==> config.mk <==
export PLATFORM = sky130hd
export DESIGN_NAME = moving_window_average_core_flat
export DESIGN_NICKNAME = d
export VERILOG_FILES = /design/src/hw/rtl/mwa_pkg.sv /design/src/hw/rtl/mwa_ifs.sv /design/src/hw/rtl/moving_window_average_core.sv /design/src/hw/rtl/mwa_ring.sv /design/src/hw/rtl/mwa_div.sv /design/src/flat_wrapper.sv
export SDC_FILE = /design/constraint.sdc
export NUM_CORES = 1
export LEC_CHECK = 0
export ABC_CLOCK_PERIOD_IN_PS = 6900
export BUFFER_PORTS_ARGS = -buffer_cell sky130_fd_sc_hd__clkbuf_2
export CAP_MARGIN = 20
export CORE_MARGIN = 2
export CORE_UTILIZATION = 50
export DETAILED_ROUTE_END_ITERATION = 8
export PLACE_DENSITY_LB_ADDON = 0.3
export SYNTH_ARGS = -nofsm -noshare
export SYNTH_HDL_FRONTEND = slang
export SYNTH_HIERARCHICAL = 1
export SYNTH_SLANG_ARGS = --single-unit
==> constraint.sdc <==
create_clock -name clk -period 6.9 [get_ports clk]
set_input_delay 1.035 -clock clk [delete_from_list [all_inputs] [get_ports clk]]
set_output_delay 1.035 -clock clk [all_outputs]
set_load 0.01 [all_outputs]
==> src/hw/rtl/mwa_pkg.sv <==
// shared constants, types and state encoding for the moving window average block
package mwa_pkg;

	localparam int DEF_MAX_WINDOW  = 16;
	localparam int DEF_SAMPLE_BITS = 16;

	// fill count and window size fields are fixed at five bits
	localparam int COUNT_BITS = 5;
	localparam int WIN_BITS   = 5;

	localparam int PADDR_W = 3;
	localparam int PDATA_W = 32;

	localparam logic                REG_WINDOW_SIZE = 1'b0;
	localparam logic [WIN_BITS-1:0] WINDOW_RESET    = WIN_BITS'(16);

	typedef enum logic [2:0] {
		ST_IDLE,
		ST_UPDATE,
		ST_START,
		ST_DIV,
		ST_DONE
	} state_t;

	typedef struct packed {
		logic upd;
		logic clear;
		logic cfg_wr;
	} ring_ctl_t;

endpackage

==> src/hw/rtl/mwa_ifs.sv <==
// valid/ready channel interfaces for samples and results
interface mwa_in_if #(
	parameter int SAMPLE_BITS = mwa_pkg::DEF_SAMPLE_BITS
);
	logic                          valid;
	logic                          ready;
	logic                          func;
	logic signed [SAMPLE_BITS-1:0] sample;

	modport source (output valid, output func, output sample, input ready);
	modport sink (input valid, input func, input sample, output ready);
endinterface

interface mwa_out_if #(
	parameter int SAMPLE_BITS = mwa_pkg::DEF_SAMPLE_BITS
);
	logic                              valid;
	logic                              ready;
	logic signed [SAMPLE_BITS-1:0]     average;
	logic [mwa_pkg::COUNT_BITS-1:0]    fill_count;

	modport source (output valid, output average, output fill_count, input ready);
	modport sink (input valid, input average, input fill_count, output ready);
endinterface

==> src/hw/rtl/moving_window_average_core.sv <==
// moving window average: ring of samples, running sum and serial divide per item
// each item passes through the update, start and divide states, then waits in done until the output register is free
// a new item is taken only in the idle state, so the item rate is bounded by the bit-serial
//   divider which produces one quotient bit per cycle over SAMPLE_BITS + 4 bits
// the output register lets the next item be taken while a result waits
// reset: window empty, window size 16, no result pending; ring contents are not cleared
module moving_window_average_core #(
	parameter int MAX_WINDOW  = mwa_pkg::DEF_MAX_WINDOW,
	parameter int SAMPLE_BITS = mwa_pkg::DEF_SAMPLE_BITS
) (
	input  logic                         clk,
	input  logic                         arst_n,
	mwa_in_if.sink                       sample_ch,
	mwa_out_if.source                    result_ch,
	input  logic                         psel,
	input  logic                         penable,
	input  logic                         pwrite,
	input  logic [mwa_pkg::PADDR_W-1:0]  paddr,
	input  logic [mwa_pkg::PDATA_W-1:0]  pwdata,
	output logic [mwa_pkg::PDATA_W-1:0]  prdata,
	output logic                         pready
);
	import mwa_pkg::*;

	localparam int SUM_W = SAMPLE_BITS + COUNT_BITS;
	localparam int MAG_W = SUM_W - 1;

	state_t state_q;
	state_t state_nxt;

	logic [WIN_BITS-1:0]           window_size_q;
	logic [COUNT_BITS-1:0]         win_eff;
	logic                          func_q;
	logic signed [SAMPLE_BITS-1:0] sample_q;

	logic                          out_valid_q;
	logic signed [SAMPLE_BITS-1:0] out_average_q;
	logic [COUNT_BITS-1:0]         out_fill_q;

	ring_ctl_t                ring_ctl;
	logic signed [SUM_W-1:0]  sum;
	logic [COUNT_BITS-1:0]    count;
	logic [SUM_W-1:0]         sum_abs;

	logic             div_start;
	logic             div_busy;
	logic [MAG_W-1:0] quotient;
	logic [MAG_W-1:0] avg_full;

	logic in_xfer;
	logic out_xfer;
	logic cfg_wr;
	logic load;

	// configuration port
	assign pready = 1'b1;
	assign cfg_wr = psel && penable && pwrite && pready
		&& (paddr[PADDR_W-1] == REG_WINDOW_SIZE);

	always_comb begin
		prdata = '0;
		if (paddr[PADDR_W-1] == REG_WINDOW_SIZE) begin
			prdata[WIN_BITS-1:0] = window_size_q;
		end
	end

	always_ff @(posedge clk or negedge arst_n) begin
		if (!arst_n) begin
			window_size_q <= WINDOW_RESET;
		end else if (cfg_wr) begin
			window_size_q <= pwdata[WIN_BITS-1:0];
		end
	end

	// out-of-range sizes clamp to 1..MAX_WINDOW
	always_comb begin
		if (window_size_q == '0) begin
			win_eff = COUNT_BITS'(1);
		end else if (int'(window_size_q) > MAX_WINDOW) begin
			win_eff = COUNT_BITS'(MAX_WINDOW);
		end else begin
			win_eff = COUNT_BITS'(window_size_q);
		end
	end

	assign in_xfer  = sample_ch.valid && sample_ch.ready;
	assign out_xfer = result_ch.valid && result_ch.ready;

	always_ff @(posedge clk) begin
		if (in_xfer) begin
			func_q   <= sample_ch.func;
			sample_q <= sample_ch.sample;
		end
	end

	// state machine
	always_ff @(posedge clk or negedge arst_n) begin
		if (!arst_n) begin
			state_q <= ST_IDLE;
		end else begin
			state_q <= state_nxt;
		end
	end

	always_comb begin
		state_nxt = state_q;
		unique case (state_q)
			ST_IDLE: begin
				if (in_xfer) begin
					state_nxt = ST_UPDATE;
				end
			end
			ST_UPDATE: state_nxt = ST_START;
			ST_START:  state_nxt = ST_DIV;
			ST_DIV: begin
				if (!div_busy) begin
					state_nxt = ST_DONE;
				end
			end
			ST_DONE: begin
				if (!out_valid_q || result_ch.ready) begin
					state_nxt = ST_IDLE;
				end
			end
			default: state_nxt = ST_IDLE;
		endcase
	end

	always_comb begin
		sample_ch.ready = (state_q == ST_IDLE);
		ring_ctl.upd    = (state_q == ST_UPDATE);
		ring_ctl.clear  = func_q;
		ring_ctl.cfg_wr = cfg_wr;
		div_start       = (state_q == ST_START);
		load            = (state_q == ST_DONE) && (!out_valid_q || result_ch.ready);
	end

	mwa_ring #(
		.MAX_WINDOW  (MAX_WINDOW),
		.SAMPLE_BITS (SAMPLE_BITS)
	) u_ring (
		.clk    (clk),
		.arst_n (arst_n),
		.ctl    (ring_ctl),
		.sample (sample_q),
		.win    (win_eff),
		.sum    (sum),
		.count  (count)
	);

	// magnitude of the sum always fits one bit narrower than the sum
	assign sum_abs = sum[SUM_W-1] ? (-sum) : sum;

	mwa_div #(
		.SAMPLE_BITS (SAMPLE_BITS)
	) u_div (
		.clk      (clk),
		.arst_n   (arst_n),
		.start    (div_start),
		.dividend (sum_abs[MAG_W-1:0]),
		.divisor  (count),
		.busy     (div_busy),
		.quotient (quotient)
	);

	// truncation toward zero: divide magnitudes, then restore the sign
	assign avg_full = sum[SUM_W-1] ? (-quotient) : quotient;

	// output register
	always_ff @(posedge clk or negedge arst_n) begin
		if (!arst_n) begin
			out_valid_q <= 1'b0;
		end else if (load) begin
			out_valid_q <= 1'b1;
		end else if (out_xfer) begin
			out_valid_q <= 1'b0;
		end
	end

	always_ff @(posedge clk) begin
		if (load) begin
			out_average_q <= (count == '0) ? '0 : avg_full[SAMPLE_BITS-1:0];
			out_fill_q    <= count;
		end
	end

	assign result_ch.valid      = out_valid_q;
	assign result_ch.average    = out_average_q;
	assign result_ch.fill_count = out_fill_q;

	// checks
	a_idle_div: assert property (@(posedge clk) disable iff (!arst_n)
		sample_ch.ready |-> !div_busy)
		else $error("input taken while divider still running");

	a_fill_bound: assert property (@(posedge clk) disable iff (!arst_n)
		count <= win_eff)
		else $error("fill count above effective window");

	a_div_runs: assert property (@(posedge clk) disable iff (!arst_n)
		div_start |=> (div_busy && state_q == ST_DIV))
		else $error("divider did not start");

	a_load_free: assert property (@(posedge clk) disable iff (!arst_n)
		(result_ch.valid && !result_ch.ready) |=> result_ch.valid)
		else $error("pending result dropped");

endmodule

==> src/hw/rtl/mwa_ring.sv <==
// sample ring memory with running sum, fill count and write pointer
module mwa_ring #(
	parameter int MAX_WINDOW  = mwa_pkg::DEF_MAX_WINDOW,
	parameter int SAMPLE_BITS = mwa_pkg::DEF_SAMPLE_BITS
) (
	input  logic                                               clk,
	input  logic                                               arst_n,
	input  mwa_pkg::ring_ctl_t                                 ctl,
	input  logic signed [SAMPLE_BITS-1:0]                      sample,
	input  logic [mwa_pkg::COUNT_BITS-1:0]                     win,
	output logic signed [SAMPLE_BITS+mwa_pkg::COUNT_BITS-1:0]  sum,
	output logic [mwa_pkg::COUNT_BITS-1:0]                     count
);
	import mwa_pkg::*;

	localparam int SUM_W = SAMPLE_BITS + COUNT_BITS;
	localparam int PTR_W = $clog2(MAX_WINDOW);
	localparam int CMP_W = (PTR_W + 1 > COUNT_BITS) ? PTR_W + 1 : COUNT_BITS;

	logic signed [SAMPLE_BITS-1:0] store_mem [MAX_WINDOW];
	logic signed [SAMPLE_BITS-1:0] rdata_q;
	logic [PTR_W-1:0]              ptr_q;
	logic signed [SUM_W-1:0]       sum_q;
	logic [COUNT_BITS-1:0]         count_q;

	logic                    full;
	logic                    wrap;
	logic [PTR_W:0]          ptr_inc;
	logic signed [SUM_W-1:0] add_ext;
	logic signed [SUM_W-1:0] old_ext;
	logic signed [SUM_W-1:0] sum_nxt;

	// read port follows the pointer every cycle, so the slot about to be
	// overwritten is already in rdata_q when an item is applied
	always_ff @(posedge clk) begin
		rdata_q <= store_mem[ptr_q];
	end

	always_ff @(posedge clk) begin
		if (ctl.upd && !ctl.clear) begin
			store_mem[ptr_q] <= sample;
		end
	end

	always_comb begin
		full    = (count_q >= win);
		ptr_inc = {1'b0, ptr_q} + (PTR_W+1)'(1);
		wrap    = (CMP_W'(ptr_inc) >= CMP_W'(win));
		add_ext = SUM_W'(sample);
		old_ext = full ? SUM_W'(rdata_q) : '0;
		sum_nxt = sum_q + add_ext - old_ext;
	end

	always_ff @(posedge clk or negedge arst_n) begin
		if (!arst_n) begin
			sum_q   <= '0;
			count_q <= '0;
			ptr_q   <= '0;
		end else if (ctl.cfg_wr || (ctl.upd && ctl.clear)) begin
			sum_q   <= '0;
			count_q <= '0;
			ptr_q   <= '0;
		end else if (ctl.upd) begin
			sum_q <= sum_nxt;
			if (!full) begin
				count_q <= count_q + COUNT_BITS'(1);
			end
			ptr_q <= wrap ? '0 : ptr_inc[PTR_W-1:0];
		end
	end

	assign sum   = sum_q;
	assign count = count_q;

endmodule

==> src/hw/rtl/mwa_div.sv <==
// bit-serial restoring divider, one quotient bit per cycle
module mwa_div #(
	parameter int SAMPLE_BITS = mwa_pkg::DEF_SAMPLE_BITS
) (
	input  logic                                        clk,
	input  logic                                        arst_n,
	input  logic                                        start,
	input  logic [SAMPLE_BITS+mwa_pkg::COUNT_BITS-2:0]  dividend,
	input  logic [mwa_pkg::COUNT_BITS-1:0]              divisor,
	output logic                                        busy,
	output logic [SAMPLE_BITS+mwa_pkg::COUNT_BITS-2:0]  quotient
);
	import mwa_pkg::*;

	localparam int MAG_W = SAMPLE_BITS + COUNT_BITS - 1;
	localparam int CNT_W = $clog2(MAG_W + 1);

	logic [MAG_W-1:0]      quo_q;
	logic [COUNT_BITS-1:0] rem_q;
	logic [COUNT_BITS-1:0] div_q;
	logic [CNT_W-1:0]      steps_q;

	logic [COUNT_BITS:0] trial;
	logic [COUNT_BITS:0] diff;
	logic                ge;

	// dividend bits leave at the top of quo_q while quotient bits enter at the bottom
	always_comb begin
		trial = {rem_q, quo_q[MAG_W-1]};
		diff  = trial - {1'b0, div_q};
		ge    = (trial >= {1'b0, div_q});
	end

	always_ff @(posedge clk or negedge arst_n) begin
		if (!arst_n) begin
			steps_q <= '0;
		end else if (start) begin
			steps_q <= CNT_W'(MAG_W);
		end else if (steps_q != '0) begin
			steps_q <= steps_q - CNT_W'(1);
		end
	end

	always_ff @(posedge clk) begin
		if (start) begin
			quo_q <= dividend;
			rem_q <= '0;
			div_q <= divisor;
		end else if (steps_q != '0) begin
			quo_q <= {quo_q[MAG_W-2:0], ge};
			rem_q <= ge ? diff[COUNT_BITS-1:0] : trial[COUNT_BITS-1:0];
		end
	end

	assign busy     = (steps_q != '0);
	assign quotient = quo_q;

endmodule
==> src/flat_wrapper.sv <==
// flat-port wrapper written by rule: the top's interface ports become plain ports
module moving_window_average_core_flat import mwa_pkg::*;
#(
	parameter int MAX_WINDOW  = mwa_pkg::DEF_MAX_WINDOW,
	parameter int SAMPLE_BITS = mwa_pkg::DEF_SAMPLE_BITS
)
  (clk, arst_n, psel, penable, pwrite, paddr, pwdata, prdata, pready, sample_ch_valid, sample_ch_func, sample_ch_sample, sample_ch_ready, result_ch_valid, result_ch_average, result_ch_fill_count, result_ch_ready);
  mwa_in_if #(.SAMPLE_BITS(SAMPLE_BITS)) sample_ch_i ();
  mwa_out_if #(.SAMPLE_BITS(SAMPLE_BITS)) result_ch_i ();
  input  logic clk;
  input  logic arst_n;
  input  logic psel;
  input  logic penable;
  input  logic pwrite;
  input  logic [mwa_pkg::PADDR_W-1:0] paddr;
  input  logic [mwa_pkg::PDATA_W-1:0] pwdata;
  output logic [mwa_pkg::PDATA_W-1:0] prdata;
  output logic pready;
  input wire logic [$bits(sample_ch_i.valid)-1:0] sample_ch_valid;
  input wire logic [$bits(sample_ch_i.func)-1:0] sample_ch_func;
  input wire logic [$bits(sample_ch_i.sample)-1:0] sample_ch_sample;
  output wire logic [$bits(sample_ch_i.ready)-1:0] sample_ch_ready;
  output wire logic [$bits(result_ch_i.valid)-1:0] result_ch_valid;
  output wire logic [$bits(result_ch_i.average)-1:0] result_ch_average;
  output wire logic [$bits(result_ch_i.fill_count)-1:0] result_ch_fill_count;
  input wire logic [$bits(result_ch_i.ready)-1:0] result_ch_ready;
  assign sample_ch_i.valid = sample_ch_valid;
  assign sample_ch_i.func = sample_ch_func;
  assign sample_ch_i.sample = sample_ch_sample;
  assign sample_ch_ready = sample_ch_i.ready;
  assign result_ch_valid = result_ch_i.valid;
  assign result_ch_average = result_ch_i.average;
  assign result_ch_fill_count = result_ch_i.fill_count;
  assign result_ch_i.ready = result_ch_ready;
  moving_window_average_core #(.MAX_WINDOW(MAX_WINDOW), .SAMPLE_BITS(SAMPLE_BITS)) u_core (.clk(clk), .arst_n(arst_n), .sample_ch(sample_ch_i), .result_ch(result_ch_i), .psel(psel), .penable(penable), .pwrite(pwrite), .paddr(paddr), .pwdata(pwdata), .prdata(prdata), .pready(pready));
endmodule
[Word level (Yosys, flattened, before mapping)]
Memories as Yosys holds them, arrays and structs flattened. A register that Yosys moved wholly into a read port is not among the register bits.
Index checks and enable logic that the tools add are counted.
Storage, ports and cells
  flip-flop bits (word level): 112
  bits in latches: 0
  bits in writable memories: 256
  bits in read-only memories: 0
  input port bits: 59
  output and inout bits: 56
  memories kept: 1
Cells by class
  $add $sub $neg: 8
  multiply operators: 0
  divide/modulo/power cells: 0
  order comparisons: 4
  eq/ne operators: 8
  shifts and indexed selects: 0
  multiplexer cells: 27
  bitwise gates (word level): 1
  reduce and logical (&&, ||, !) cells: 21
Memory list
  u_core.u_ring.store_mem: words 16, width 16, read ports 1, clocked after memory_dff 1, wr ports 1, line mwa_ring.sv:20  | logic signed [SAMPLE_BITS-1:0] store_mem [MAX_WINDOW];
Operators with widths (count)
  $mux 21: 3
  $mux 20: 3
  $mux 5: 9
  $add 21x16->21: 1
  $sub 21x21->21: 1
  $neg 20->20: 1
  $mux 16: 1
  $neg 16->16: 1
  $pmux 3 s5: 1
  $mux 4: 3
  $ge 5x5->1: 2
  $logic_not 5->1: 2
  $mux 3: 3
  $logic_and 1x1->1: 8
  $eq 3x2->1 const B: 2
  $ge 6x5->1: 1
  $reduce_bool 2->1: 3
  $add 4x1->5 const B: 1
  $add 5x1->5 const B: 1
  $gt 5x5->1 const B: 1
  $reduce_bool 5->1: 1
  $sub 5x1->5 const B: 1
  $sub 5x5->5: 1
  $mux 1: 4
  10 further kinds: 14

[Logic depth before layout (Yosys ltp)]
  word-level depth: 8
  depth in mapped cells: 21

[Cells and area by module]
Netlist, hierarchy kept.
By module, submodules not included
  mwa_ring: instances 1, cells each 797, area an instance 13272.7 µm²
  moving_window_average_core: instances 1, cells each 250, area an instance 2685.1 µm²
  mwa_div: instances 1, cells each 131, area an instance 1731.7 µm²

[Least setup slack after synthesis]
No wires, ideal clock.
  kind: register -> register
  start point: reg u_core.window_size_q[1]
  end point: reg u_core.u_ring.sum_q[17] (netlist: u_core/u_ring/sum[17])
  library setup time: 130 ps
  data arrival time: 3792 ps
  data required time: 6770 ps
  path slack: 2979 ps
  stages on the path, launching flop included: 21
  buffers on the path: 1
  period minus slack after synthesis: 3921 ps
  cells stage by stage: dfrtp_1 -> nor3_1 -> nor2_1 -> nor2_1 -> ha_1 -> nor2b_1 -> o21ai_1 -> a21o_1 -> a21o_1 -> clkbuf_1 -> and2_1 -> fa_1 -> inv_1 -> ha_1 -> a21o_1 -> a21o_1 -> a21oi_1 -> o21ai_0 -> a221oi_1 -> xor2_1 -> o21ai_1
Between the ends
  word-level cells in the longest chain between the ends: 8
  elaborated cells between the ends (all ways): 9
  classes of those cells: add/sub (1); order compare (2); mux (5); reduce/logical (1)
Ends and longest elaborated chain
  from (decl): line moving_window_average_core.sv:31  | logic [WIN_BITS-1:0] window_size_q;
  from (signal assigned): line moving_window_average_core.sv:71  | window_size_q <= pwdata[WIN_BITS-1:0];
  $gt 5x5->1: line moving_window_average_core.sv:79  | end else if (int'(window_size_q) > MAX_WINDOW) begin
  $mux 5: line moving_window_average_core.sv:79
  $mux 5 *: line moving_window_average_core.sv:77  | if (window_size_q == '0) begin
  named net u_core.win_eff[0]: line moving_window_average_core.sv:32  | logic [COUNT_BITS-1:0] win_eff;
  $ge 5x5->1 *: line mwa_ring.sv:46  | full = (count_q >= win);
  $mux 21 *: line mwa_ring.sv:50  | old_ext = full ? SUM_W'(rdata_q) : '0;
  $sub 21x21->21 *: line mwa_ring.sv:51  | sum_nxt = sum_q + add_ext - old_ext;
  $mux 21 *: line mwa_ring.sv:63  | end else if (ctl.upd) begin
  $mux 21 *: line mwa_ring.sv:59  | end else if (ctl.cfg_wr || (ctl.upd && ctl.clear)) begin
  to (signal assigned): line mwa_ring.sv:64  | sum_q <= sum_nxt;
  to (decl): line mwa_ring.sv:23  | logic signed [SUM_W-1:0] sum_q;
The timed path passes the listed nets; every way through them passes the cells marked *. The select of a mux whose other input is x is not followed.
A chain may end at the register's enable or synchronous reset.

[Worst setup path after layout]
Ends and elaborated chain as after synthesis.

==> implementation parameters <==
Parameter                              Value

Worst setup path
  Max FO, Critical Path ... 17
  Largest delay share family, worst path ... compound AO/OA/AOI/OAI gates
  Type of destination of the critical path ... flip-flop
  CP Buf/Inv Count ... 1
  Setup Crit Path Kind ... flip-flop to flip-flop
  Kind of start point of the critical path ... flip-flop
  Highest-delay cell along the critical path ... sky130_fd_sc_hd__fa_1
  Signal arrival time at the worst endpoint ... 4.93 ns
  Critical Path Max Stage Delay ... 0.55 ns
  Data required time of the worst path ... 7.30 ns
  List of cells traversed by the critical path ... nor3_1 > nor2_1 > nor2_1 > ha_1 > nor2b_1 > o21ai_1 > a21o_1 > a21o_1 > and2_1 > fa_1 > inv_1 > ha_1 > a211oi_1 > nor2_1 > o21ai_2 > o21ai_1 > a221oi_1 > xor2_1 > o21ai_1

Yosys
  Mean instance size in the synthesized netlist ... 15.0 um^2
  Asr flop ratio synth ... 11.5%
  Post-Synthesis Cell Area ... 0.0177 mm^2
  Number of different library cells in the post-synthesis netlist ... 70
  Cell types with the highest counts after synthesis ... sky130_fd_sc_hd__edfxtp_1, sky130_fd_sc_hd__inv_1, sky130_fd_sc_hd__mux4_2, sky130_fd_sc_hd__nor2_1, sky130_fd_sc_hd__nand2_1
  Synth warn ... 6
  Share of synthesized area occupied by flip-flops and latches ... 62.8%
  Largest area contributor in the synthesized netlist ... sky130_fd_sc_hd__edfxtp_1
  Cells after Synth ... 1178
  Flops & latches, synth ... 384
  Number of flops mapped to enable cells by yosys ... 319
  Leading post-synthesis cells by cell area ... sky130_fd_sc_hd__edfxtp_1, sky130_fd_sc_hd__mux4_2, sky130_fd_sc_hd__dfrtp_1, sky130_fd_sc_hd__ha_1, sky130_fd_sc_hd__dfxtp_1
  Share of the synthesized area in the top cell type ... 54.2%
  Most used standard cell by instance count after synthesis ... sky130_fd_sc_hd__edfxtp_1
  Commonest register cell after synthesis ... sky130_fd_sc_hd__edfxtp_1

Route
  Count of routing violations after the opening detailed-route iteration ... 549
  Total wirelength of the detailed-routed design ... 34100 um
  DRT antenna net count ... 0
  Number of design rule violations left after detail routing ... 0
  Detail-routed net length per standard cell ... 19.5 um
  Vias per inst ... 5.49
  Via count ... 9584
  First-pass DRT Iterations ... 4

Timing
  Crit share post-route ... 65.7%
  Worst Slack Setup Final ... 2.37 ns
  Final Max Slew Viols ... 0
  Min cycle time layout ... 4.53 ns
  Fmax achieved ... 0.221 GHz
  Worst slew pin tran ... 1.02 ns
  Setup repair after global routing missed its margin ... false
  Largest clock skew in the final design ... 0.0214 ns
  Hold violation count in the final report ... 0
  Final setup vio count ... 0
  Hold Slack ... 0.502 ns
  Setup TNS ... 0 ns
  Relative max-transition margin ... 31.8%

Global routing
  Antenna violations before repair ... 0
  Global routing usage summed across all routing layers ... 19.4%
  Wire length of the first global-routing pass ... 54100 um
  Aggregate global routing overflow ... 0
  Maximum number of pins on one net before global-route repair ... 49
  Via count of the first global-routing pass ... 9714

Clock network
  Total CTS buffers ... 40
  Insertion delay to the later sink of the worst-skew pair ... 0.55 ns
  H-Tree Depth ... 2
  Hold bufs inserted after CTS ... 0
  Cells resized by post-CTS repair ... 0
  Sink Count ... 384
  Post-CTS Setup Inserts ... 0
  Reg clk slew, reported paths ... 0.06 ns
  CTS Root Buffer Type ... sky130_fd_sc_hd__clkbuf_16
  Maximum root-to-sink buffer count ... 3
  Clock tree from TritonCTS ... yes

Placed design
  Placed cells ... 1674
  Count of port buffers added during placement ... 57
  Post-Place Worst Slack ... 2.40 ns
  Final RePlAce weighted congestion ... 0.868
  HPWL after detailed placement ... 21900 um
  Placement Cell Area ... 0.0184 mm^2

Power and ir drop
  Design Power ... 8.22 mW
  Worst IR Drop VDD ... 0.224 mV
  Power density of the placed cells ... 417 mW/mm^2
  Standby leakage power ... 7.25 nW

Cells and area
  Post-route insts no fill ... 1747
  Core utilization of the finished layout ... 56.7%
  Antenna diode count ... 0
  Fraction of layout cells with a size suffix above 1 ... 20.2%
  Net total in the final layout ... 1385
  Layout overhead on the synthesized area ... 11.4%
  Final instance area ... 0.0197 mm^2

Floorplan
  Starting utilization of the core area ... 51.0%
  Total die area ... 0.0369 mm^2
  Vertical die dimension ... 192 um
  Core area ... 0.0347 mm^2
  Die Width ... 192 um
  Number of primary I/O pins ... 115
  Row cnt ... 68

Status
  Outcome ... completed

Min path
  Hold Path Class ... flip-flop to flip-flop

Run
  Maximum capacitance violations ... 0
-- cells by family (layout without fill, tap and decap cells) --
family	after synthesis	count (layout)	synth area share [%]
AOI/OAI and AO/OA	154	154	5.80
xor gates and xnor gates	52	52	2.65
adders and majority gates	65	65	5.49
buffers and inverters	177	265	4.69
DFF	384	384	62.8
muxes	105	105	11.7
other	2	28	0.0425
and+or+nand+nor	239	239	6.82
-- layer usage --
layer / GRT usage (%) / vias up / share of wire, %
met5: 0 / - / 0
met4: 5.64 / 0 / 2.4
met3: 2.85 / 66 / 4.0
met1: 26.1 / 4840 / 44
li1: - / 4489 / -
met2: 33.0 / 189 / 50
-- path summary, 6_finish.rpt --
check / endpoint / startpoint / slack [ns] / cells past startpoint
setup / recovery: u_core/u_ring/sum[17]$_DFFE_PN0P_ / u_core/window_size_q[1]$_DFFE_PN0P_ / 2.37 / 19
hold reg to reg: u_core/window_size_q[4]$_DFFE_PN1P_ / u_core/window_size_q[4]$_DFFE_PN1P_ / 0.50 / 2
setup reg to reg: u_core/u_ring/sum[17]$_DFFE_PN0P_ / u_core/window_size_q[1]$_DFFE_PN0P_ / 2.37 / 19
max in group asynchronous: u_core/u_ring/ptr_q[0]$_DFFE_PN0P_ / arst_n / 5.93 / 2
min in group asynchronous: u_core/u_div/steps_q[2]$_DFFE_PN0P_ / arst_n / 0.55 / 2
hold / removal: u_core/window_size_q[4]$_DFFE_PN1P_ / u_core/window_size_q[4]$_DFFE_PN1P_ / 0.50 / 2
-- final cells by class --
| class | instances | area, um^2 |
|---|---|---|
| clock buffer | 55 | 1060 |
| clock inverter | 18 | 201 |
| fill | 2732 | 15000 |
| inverter | 110 | 413 |
| multi-input combinational | 643 | 5880 |
| sequential | 384 | 11100 |
| tap | 455 | 569 |
| timing repair buffer | 82 | 473 |
-- sequential cells by signal (all words and copies together) (netlist names) --
register	cells
u_core/func_q	1
u_core/result_ch.average	16
u_core/result_ch.fill_count	5
u_core/result_ch.valid	1
u_core/sample_q	16
u_core/state_q	3
u_core/u_div/div_q	5
u_core/u_div/quotient	20
u_core/u_div/rem_q	5
u_core/u_div/steps_q	5
u_core/u_ring/count	5
u_core/u_ring/ptr_q	4
u_core/u_ring/rdata_q	16
u_core/u_ring/store_mem	256
u_core/u_ring/sum	21
u_core/window_size_q	5
-- worst register-to-register path: cells and delay by family (launching register included) --
kind                       cells  cell delay (ns)
adders and majority gates      3             1.10
buffers and inverters          1             0.06
xor gates and xnor gates       1             0.19
DFF                            1             0.40
and+or+nand+nor                6             0.88
AOI/OAI and AO/OA              8             1.75
-- cell usage in the layout (no fill, tap or decap), types with 4 or more instances in the layout --
cell / count
sky130_fd_sc_hd__a21o_1: 16
sky130_fd_sc_hd__a21oi_1: 32
sky130_fd_sc_hd__a31oi_1: 8
sky130_fd_sc_hd__a41oi_1: 4
sky130_fd_sc_hd__and2_1: 19
sky130_fd_sc_hd__buf_4: 25
sky130_fd_sc_hd__clkbuf_1: 15
sky130_fd_sc_hd__clkbuf_16: 40
sky130_fd_sc_hd__clkbuf_2: 57
sky130_fd_sc_hd__clkinv_1: 5
sky130_fd_sc_hd__clkinv_2: 7
sky130_fd_sc_hd__conb_1: 28
sky130_fd_sc_hd__dfrtp_1: 41
sky130_fd_sc_hd__dfxtp_1: 21
sky130_fd_sc_hd__edfxtp_1: 319
sky130_fd_sc_hd__fa_1: 21
sky130_fd_sc_hd__ha_1: 44
sky130_fd_sc_hd__inv_1: 108
sky130_fd_sc_hd__mux2_1: 4
sky130_fd_sc_hd__mux2_2: 17
sky130_fd_sc_hd__mux2i_1: 4
sky130_fd_sc_hd__mux4_2: 80
sky130_fd_sc_hd__nand2_1: 66
sky130_fd_sc_hd__nand2b_1: 12
sky130_fd_sc_hd__nand3_1: 8
sky130_fd_sc_hd__nand4_1: 6
sky130_fd_sc_hd__nor2_1: 69
sky130_fd_sc_hd__nor2b_1: 11
sky130_fd_sc_hd__nor3_1: 10
sky130_fd_sc_hd__nor3_2: 4
sky130_fd_sc_hd__o211ai_1: 6
sky130_fd_sc_hd__o21ai_0: 35
sky130_fd_sc_hd__o21ai_1: 10
sky130_fd_sc_hd__o31ai_1: 12
sky130_fd_sc_hd__or3_1: 8
sky130_fd_sc_hd__xnor2_1: 32
sky130_fd_sc_hd__xor2_1: 19
-- where the power goes --
group	internal (mW)	total, mW	leakage [nW]	switching (mW)
Sequential	2.78	3.14	3.66	0.354
Combinational	1.44	3.02	2.98	1.58
Clock	1.20	2.07	0.610	0.868
Note: power is estimated with default switching activity, not from simulation.
